--- src/design/wppe_pkg.sv ---
`timescale 1ns / 1ps

package wppe_pkg;

  localparam int LED_COUNT = 64;
  localparam int LED_AW    = 6;

  typedef enum logic [1:0] {
    REQ_WRITE = 2'd0,
    REQ_CLEAR = 2'd1,
    REQ_START = 2'd2,
    REQ_TICK  = 2'd3
  } req_t;

  typedef enum logic [2:0] {
    REG_BRIGHTNESS = 3'd0,
    REG_SCALE_EN   = 3'd1,
    REG_ONE_PULSE  = 3'd2,
    REG_ZERO_PULSE = 3'd3,
    REG_TAIL_SLOTS = 3'd4
  } reg_idx_t;

  localparam logic [6:0] BRIGHT_MAX      = 7'd100;
  localparam logic [6:0] BRIGHT_RST      = 7'd100;
  localparam logic       SCALE_EN_RST    = 1'b1;
  localparam logic [7:0] ONE_PULSE_RST   = 8'd40;
  localparam logic [7:0] ZERO_PULSE_RST  = 8'd20;
  localparam logic [7:0] TAIL_SLOTS_RST  = 8'd50;
  localparam logic [4:0] BIT_POS_FIRST   = 5'd23;

  // x / 100 for x up to 25500 is exactly (x * 5243) >> 19
  localparam int          DIV100_SHIFT   = 19;
  localparam logic [12:0] DIV100_RECIP   = 13'd5243;
  localparam int          BSCALE_W       = 20;
  localparam int          PROD_W         = 8 + BSCALE_W;

endpackage

--- src/design/ws2812_pixel_pulse_encoder.sv ---
`timescale 1ns / 1ps
// channel   ports                                          handshake
// -------   ---------------------------------------------  ---------------------------
// input     in_req_type in_led_index in_red in_green in_blue  start high, busy low
// result    out_duty out_active out_frame_done             out_valid, one cycle
// config    psel penable pwrite paddr pwdata prdata pready APB, pready tied high
//
// one item is accepted in every cycle while busy is low; a slot tick passes the
// item register, colour store read, scale and select, then the output register
// the colour store is a 64 x 24 memory with one read port at the LED position;
// per-entry valid flops clear it at once on reset or a clear request
// reset is synchronous; busy is high during reset and in the cycle after it
// results cannot be stalled: out_valid is a one-cycle strobe
module ws2812_pixel_pulse_encoder (
  input  logic        clk,
  input  logic        rst_n,
  input  logic        start,
  output logic        busy,
  input  logic [1:0]  in_req_type,
  input  logic [5:0]  in_led_index,
  input  logic [7:0]  in_red,
  input  logic [7:0]  in_green,
  input  logic [7:0]  in_blue,
  output logic        out_valid,
  output logic [7:0]  out_duty,
  output logic        out_active,
  output logic        out_frame_done,
  input  logic        psel,
  input  logic        penable,
  input  logic        pwrite,
  input  logic [4:0]  paddr,
  input  logic [31:0] pwdata,
  output logic [31:0] prdata,
  output logic        pready
);
  import wppe_pkg::*;

  // configuration
  logic [6:0]          brightness_r;
  logic [BSCALE_W-1:0] bscale_r;
  logic                scale_en_r;
  logic [7:0]          one_pulse_r;
  logic [7:0]          zero_pulse_r;
  logic [7:0]          tail_slots_r;
  logic                cfg_wr;
  reg_idx_t            cfg_idx;
  logic [6:0]          bright_sat;

  // item register
  logic                busy_r;
  logic                item_v_r;
  logic [1:0]          item_req_r;
  logic [5:0]          item_idx_r;
  logic [23:0]         item_grb_r;
  req_t                item_req;

  // frame state
  logic                sending_r, sending_nxt;
  logic                in_tail_r, in_tail_nxt;
  logic [LED_AW-1:0]   led_pos_r, led_pos_nxt;
  logic [4:0]          bit_pos_r, bit_pos_nxt;
  logic [7:0]          tail_cnt_r, tail_cnt_nxt;
  logic [7:0]          tail_inc;

  // colour store
  logic [23:0]         color_mem [LED_COUNT];
  logic [LED_COUNT-1:0] ent_valid_r;
  logic                mem_wr;
  logic                mem_clr;

  // slot stage
  logic                s2_v_r, s2_v_nxt;
  logic                s2_act_r, s2_act_nxt;
  logic                s2_done_r, s2_done_nxt;
  logic                s2_data_r, s2_data_nxt;
  logic [4:0]          s2_bit_r;
  logic [23:0]         rd_word_r;
  logic                rd_valid_r;

  logic [23:0]         word;
  logic [7:0]          chan_raw;
  logic [PROD_W-1:0]   chan_prod;
  logic [7:0]          chan_sent;
  logic [7:0]          duty;

  logic                out_valid_r;
  logic [7:0]          out_duty_r;
  logic                out_active_r;
  logic                out_done_r;

  assign pready = 1'b1;
  assign busy   = busy_r;

  assign cfg_wr     = psel && penable && pwrite;
  assign cfg_idx    = reg_idx_t'(paddr[4:2]);
  assign bright_sat = (pwdata[6:0] > BRIGHT_MAX) ? BRIGHT_MAX : pwdata[6:0];

  always_ff @(posedge clk) begin
    if (!rst_n) begin
      brightness_r <= BRIGHT_RST;
      bscale_r     <= BSCALE_W'(BRIGHT_RST) * BSCALE_W'(DIV100_RECIP);
      scale_en_r   <= SCALE_EN_RST;
      one_pulse_r  <= ONE_PULSE_RST;
      zero_pulse_r <= ZERO_PULSE_RST;
      tail_slots_r <= TAIL_SLOTS_RST;
    end else if (cfg_wr) begin
      case (cfg_idx)
        REG_BRIGHTNESS: begin
          brightness_r <= bright_sat;
          bscale_r     <= BSCALE_W'(bright_sat) * BSCALE_W'(DIV100_RECIP);
        end
        REG_SCALE_EN:   scale_en_r   <= pwdata[0];
        REG_ONE_PULSE:  one_pulse_r  <= pwdata[7:0];
        REG_ZERO_PULSE: zero_pulse_r <= pwdata[7:0];
        REG_TAIL_SLOTS: tail_slots_r <= pwdata[7:0];
        default: ;
      endcase
    end
  end

  always_comb begin
    prdata = '0;
    case (cfg_idx)
      REG_BRIGHTNESS: prdata = {25'd0, brightness_r};
      REG_SCALE_EN:   prdata = {31'd0, scale_en_r};
      REG_ONE_PULSE:  prdata = {24'd0, one_pulse_r};
      REG_ZERO_PULSE: prdata = {24'd0, zero_pulse_r};
      REG_TAIL_SLOTS: prdata = {24'd0, tail_slots_r};
      default:        prdata = '0;
    endcase
  end

  // item register
  always_ff @(posedge clk) begin
    if (!rst_n) begin
      busy_r   <= 1'b1;
      item_v_r <= 1'b0;
    end else begin
      busy_r   <= 1'b0;
      item_v_r <= start && !busy_r;
    end
    if (start && !busy_r) begin
      item_req_r <= in_req_type;
      item_idx_r <= in_led_index;
      item_grb_r <= {in_green, in_red, in_blue};
    end
  end

  assign item_req = req_t'(item_req_r);
  assign mem_wr   = item_v_r && (item_req == REQ_WRITE) &&
                    ({1'b0, item_idx_r} < 7'(LED_COUNT));
  assign mem_clr  = item_v_r && (item_req == REQ_CLEAR);
  assign tail_inc = tail_cnt_r + 8'd1;

  always_comb begin
    sending_nxt  = sending_r;
    in_tail_nxt  = in_tail_r;
    led_pos_nxt  = led_pos_r;
    bit_pos_nxt  = bit_pos_r;
    tail_cnt_nxt = tail_cnt_r;
    s2_v_nxt     = 1'b0;
    s2_act_nxt   = 1'b0;
    s2_done_nxt  = 1'b0;
    s2_data_nxt  = 1'b0;
    if (item_v_r) begin
      unique case (item_req)
        REQ_WRITE, REQ_CLEAR: ;
        REQ_START: begin
          if (!sending_r) begin
            sending_nxt  = 1'b1;
            in_tail_nxt  = 1'b0;
            led_pos_nxt  = '0;
            bit_pos_nxt  = BIT_POS_FIRST;
            tail_cnt_nxt = '0;
          end
        end
        REQ_TICK: begin
          s2_v_nxt = 1'b1;
          if (sending_r) begin
            s2_act_nxt = 1'b1;
            if (in_tail_r) begin
              tail_cnt_nxt = tail_inc;
              // wrap of the count also ends the frame
              if (tail_inc == 8'd0 || tail_inc >= tail_slots_r) begin
                s2_done_nxt = 1'b1;
              end
            end else begin
              s2_data_nxt = 1'b1;
              if (bit_pos_r == 5'd0) begin
                bit_pos_nxt = BIT_POS_FIRST;
                if (led_pos_r == LED_AW'(LED_COUNT - 1)) begin
                  if (tail_slots_r == 8'd0) begin
                    s2_done_nxt = 1'b1;
                  end else begin
                    in_tail_nxt  = 1'b1;
                    tail_cnt_nxt = '0;
                  end
                end else begin
                  led_pos_nxt = led_pos_r + LED_AW'(1);
                end
              end else begin
                bit_pos_nxt = bit_pos_r - 5'd1;
              end
            end
            if (s2_done_nxt) begin
              sending_nxt  = 1'b0;
              in_tail_nxt  = 1'b0;
              led_pos_nxt  = '0;
              bit_pos_nxt  = BIT_POS_FIRST;
              tail_cnt_nxt = '0;
            end
          end
        end
      endcase
    end
  end

  always_ff @(posedge clk) begin
    if (!rst_n) begin
      sending_r  <= 1'b0;
      in_tail_r  <= 1'b0;
      led_pos_r  <= '0;
      bit_pos_r  <= BIT_POS_FIRST;
      tail_cnt_r <= '0;
      s2_v_r     <= 1'b0;
      s2_act_r   <= 1'b0;
      s2_done_r  <= 1'b0;
      s2_data_r  <= 1'b0;
    end else begin
      sending_r  <= sending_nxt;
      in_tail_r  <= in_tail_nxt;
      led_pos_r  <= led_pos_nxt;
      bit_pos_r  <= bit_pos_nxt;
      tail_cnt_r <= tail_cnt_nxt;
      s2_v_r     <= s2_v_nxt;
      s2_act_r   <= s2_act_nxt;
      s2_done_r  <= s2_done_nxt;
      s2_data_r  <= s2_data_nxt;
    end
    s2_bit_r <= bit_pos_r;
  end

  // colour store and its valid flags
  always_ff @(posedge clk) begin
    if (mem_wr) begin
      color_mem[item_idx_r[LED_AW-1:0]] <= item_grb_r;
    end
    rd_word_r <= color_mem[led_pos_r];
  end

  always_ff @(posedge clk) begin
    if (!rst_n || mem_clr) begin
      ent_valid_r <= '0;
    end else if (mem_wr) begin
      ent_valid_r[item_idx_r[LED_AW-1:0]] <= 1'b1;
    end
    rd_valid_r <= ent_valid_r[led_pos_r];
  end

  // scale the one channel that holds the current bit
  assign word = rd_valid_r ? rd_word_r : 24'd0;

  always_comb begin
    case (s2_bit_r[4:3])
      2'd2:    chan_raw = word[23:16];
      2'd1:    chan_raw = word[15:8];
      default: chan_raw = word[7:0];
    endcase
  end

  assign chan_prod = PROD_W'(chan_raw) * PROD_W'(bscale_r);
  assign chan_sent = scale_en_r ? chan_prod[DIV100_SHIFT +: 8] : chan_raw;
  assign duty      = !s2_data_r ? 8'd0 :
                     chan_sent[s2_bit_r[2:0]] ? one_pulse_r : zero_pulse_r;

  always_ff @(posedge clk) begin
    if (!rst_n) begin
      out_valid_r <= 1'b0;
    end else begin
      out_valid_r <= s2_v_r;
    end
    out_duty_r   <= duty;
    out_active_r <= s2_act_r;
    out_done_r   <= s2_done_r;
  end

  assign out_valid      = out_valid_r;
  assign out_duty       = out_duty_r;
  assign out_active     = out_active_r;
  assign out_frame_done = out_done_r;

endmodule

--- config.mk ---
export PLATFORM = sky130hd
export DESIGN_NAME = ws2812_pixel_pulse_encoder
export DESIGN_NICKNAME = d
export VERILOG_FILES = /design/src/design/wppe_pkg.sv /design/src/design/ws2812_pixel_pulse_encoder.sv
export SDC_FILE = /design/constraint.sdc
export NUM_CORES = 2
export LEC_CHECK = 0
export BUFFER_PORTS_ARGS = -buffer_cell sky130_fd_sc_hd__buf_2
export CAP_MARGIN = 20
export CORE_MARGIN = 1
export CORE_UTILIZATION = 30
export DETAILED_ROUTE_END_ITERATION = 6
export GPL_TIMING_DRIVEN = 0
export PLACE_DENSITY = 0.49
export RECOVER_POWER = 25
export SYNTH_ARGS = -nofsm -noshare
export SYNTH_HDL_FRONTEND = slang
export SYNTH_SLANG_ARGS = --single-unit
export TNS_END_PERCENT = 1
--- constraint.sdc ---
create_clock -name clk -period 8.45 [get_ports clk]
set_input_delay 0.845 -clock clk [delete_from_list [all_inputs] [get_ports clk]]
set_output_delay 0.845 -clock clk [all_outputs]
set_load 0.03 [all_outputs]
==> metrics.md <==
| Metric | Value |
|---|---|
| Worst R2R Start | `s2_bit_r[3]` |
| Slew margin rel. | `-0.482` |
| Compound-Gate Fraction of Synth Area | `0.0233` |
| Die Area | `roughly 0.24 sq mm` |
| Mapped Cells | `between 3000 and 4000` |
| Final Cycle Share | `0.912` |
| Tightest Pin Transition | `about 2.2 ns` |
| Critical Path Source Type | `flip-flop` |
| Adder-cell share of the synthesized area | `0.0525` |
| I/O Buffers | `65` |
| Layout Nets | `~4500` |
| Vias in the first global route | `about 38000` |
| Maximum VDD drop | `about 170 uV` |
| Min-Delay Path Class | `input pin to flip-flop` |
| Unrepaired setup endpoints after global routing | `no` |
| Gr busiest metal | `met2` |
| Min Tclk post-route | `7.71 ns` |
| Largest net degree at the start of global routing | `35` |
| DRC | `0` |
| Util after Layout | `0.359` |
| Initial DRC Count | `about 3900` |
| Critical Path RT | `about 9.1 ns` |
| Routed Antenna Nets | `0` |
| Top Ports | `120` |
| Area grow syn2layout | `18.9%` |
| HP Start | `in_blue[7]` |
| Worst hold slack | `about 0.20 ns` |
| CP Cell Sequence | `inv_1 > ha_1 > clkbuf_1 > o21ai_1 > clkbuf_1 > and3_1 > fa_1 > fa_1 > fa_1 > inv_1 > fa_1 > inv_1 > ha_1 > and3_1 > a221o_1 > a21oi_1 > o2111ai_2 > a31o_2 > xor2_1 > o221a_2 > a221o_1 > nand2_4 > mux2i_1` |
| Final cell count without fillers | `about 7500` |
| CP Max Fanout | `10` |
| Cell row count | `180` |
| Post-DP HPWL | `between 100 and 150 mm` |
| Sequential-to-total area share from yosys stat | `0.697` |
| Mapped Area | `roughly 0.073 sq mm` |
| Clock latency on the worst-skew pair | `approximately 0.81 ns` |
| Run status | `complete, but fails checks` |
| Chip Width | `495 um` |
| Clock Sinks | `~1800` |
| Fill cells | `approximately 22000` |
| Most common cell in the netlist | `edfxtp_1` |
| Placeable Area | `between 0.2 and 0.25 sq mm` |
| Critical Path Start | `s2_bit_r[3]` |
| Top post-synthesis cells by count | `edfxtp_1, mux4_2, dfxtp_1, nand2_1, inv_1` |
| Seq cells post-synth | `1751` |
| First-pass GRT wire length | `290 mm` |
| Max-cap violations | `11` |
| Failing checks | `max-capacitance violations, max-slew violations` |
| GP Congestion | `a little over 0.8` |
| Crit-path max cell delay | `0.81 ns` |
| CTS resizes | `0` |
| Vert. Die Dim | `roughly 500 um` |
| Mux cell area share after synthesis | `0.167` |
| FFs w/ async S/R, synth | `0` |
| GRT met1 Usage | `0.235` |
| Syn avg cell area | `approximately 20 sq um` |
| Largest family of logic cells by synthesized area | `multiplexers` |
| H-tree level count | `4` |
| Delay-heaviest family, CP | `compound AO/OA/AOI/OAI gates` |
| Post-synth top flop | `edfxtp_1` |
| Fin. Hold Viols | `0` |
| Area share of the largest cell type after synthesis | `0.646` |
| # Post-CTS Setup Buffers | `0` |
| Area share of and/or/nand/nor cells after synthesis | `0.0354` |
| Fmax | `between 0.1 and 0.15 GHz` |
| P per Cell Area | `208 mW/mm^2` |
| Root Buffer | `clkbuf_16` |
| Gr usage total | `0.167` |
| Post-Synth XOR/XNOR Area | `0.00433` |
| Fin Setup TNS | `0 ns` |
| GR Util met2 | `0.270` |
| Initial antenna violation count | `19` |
| CP Class | `flip-flop to flip-flop` |
| Vias/cell | `roughly 5.0` |
| Max Slew Vio Count | `around 290` |
| Number of enable flip-flop cells after synthesis | `1568` |
| Routed WL per cell | `between 20 and 30 um` |
| CP max stage cell | `o21ai_1` |
| CTS tree | `yes` |
| GR Util met3 | `0.0275` |
| Clk buf depth | `3` |
| Wirelength, routed | `roughly 200 mm` |
| WP data arrival | `roughly 8.4 ns` |
| # setup viols final | `0` |
| Setup crit end kind | `flip-flop` |
| Synth area leader | `edfxtp_1` |
| DP Cell Count | `7145` |
| Ratio of cells with drive above 1 in the final layout | `0.250` |
| Worst path most repeated cell | `fa_1` |
| Grt total ovfl | `0` |
| Setup Skew | `0.0636 ns` |
| Starting Density | `0.302` |
| Buf/Inv on CP | `5` |
| Synth area leaders | `edfxtp_1, mux4_2, dfxtp_1` |
| DRT Pass-1 Iters | `7` |
| Clock transition at path regs | `about 0.060 ns` |
| Synth Warn # | `0` |
| Lkg Pwr | `27.9 nW` |
| Hold buffers post-CTS | `0` |
| Vias | `37200` |
| Synth cell types | `75` |
| Total CTS buffers | `about 180` |
==> path summary, 6_finish.rpt <==
| kind | endpoint | slack [ns] | cells after the start |
|---|---|---|---|
| max | out_duty[0] | 0.74 | 23 |
| min | item_grb_r[7] | 0.20 | 1 |
| max reg2reg | out_duty[0] | 0.74 | 23 |
| min reg2reg | out_active | 0.38 | 0 |
==> power by group <==
part,internal [mW],switching [mW],total [mW]
Combinational,0.253,0.407,0.661
Sequential,9.40,0.0316,9.43
Clock,4.45,3.43,7.88
==> logic make-up (layout without fill, tap and decap cells) <==
| logic type | after synthesis | in the layout |
|---|---|---|
| xor+xnor | 36 | 36 |
| flops | 1751 | 1751 |
| buf+inv | 364 | 921 |
| compound gates | 247 | 247 |
| mux | 562 | 562 |
| fa+ha+maj | 232 | 232 |
| simple gates | 528 | 528 |
| other cells | 2 | 33 |
==> per-stage QoR <==
step | instance area, sq um | total power, mW | worst slack, ns
after global routing | 86600 | 18.5 | 0.253
after floorplan | 72900 | 10.0 | 2.26
after CTS | 87100 | 18.2 | 0.631
final | 86600 | 18.0 | 0.744
after detailed placement | 81300 | 10.3 | 0.710
after global placement | 77200 | 10.2 | 0.578
==> metal layers <==
metal / wire [um] / vias up / part of all wire
met1: 89900 / 20100 / 0.44
met3: 12400 / 217 / 0.061
met5: 40 / - / 0.00020
li1: - / 15800 / -
met2: 96400 / 1085 / 0.48
met4: 4070 / 6 / 0.020
==> state kept, by name, indices dropped and copies added, names as in the netlist, 19 cells and up <==
signal	flops
bscale_r	19
rd_word_r	24
ent_valid_r	64
item_grb_r	24
color_mem	1536
==> area by class of cell <==
cell class / instances / area (sq um) / area share
diodes: 8 / 20.0 / 0.000231
repair buffers: 229 / 3360 / 0.0388
well taps: 3185 / 3990 / 0.0460
clock buffers: 242 / 4840 / 0.0559
multi-input cells: 1630 / 21200 / 0.245
flip-flops and latches: 1751 / 50700 / 0.586
plain buffers: 213 / 907 / 0.0105
clock inverters: 86 / 976 / 0.0113
inverters: 151 / 567 / 0.00654
==> layout by cell type (no fill, tap or decap), types with 66 or more instances in the layout <==
cell type	n
nand2_1	175
dfxtp_1	183
edfxtp_1	1568
o21a_1	67
ha_1	109
buf_16	69
buf_2	66
and3_1	79
mux4_2	525
clkbuf_1	220
inv_1	151
clkbuf_16	182
fa_1	123
No activity file was read; power rests on OpenSTA's default activity.
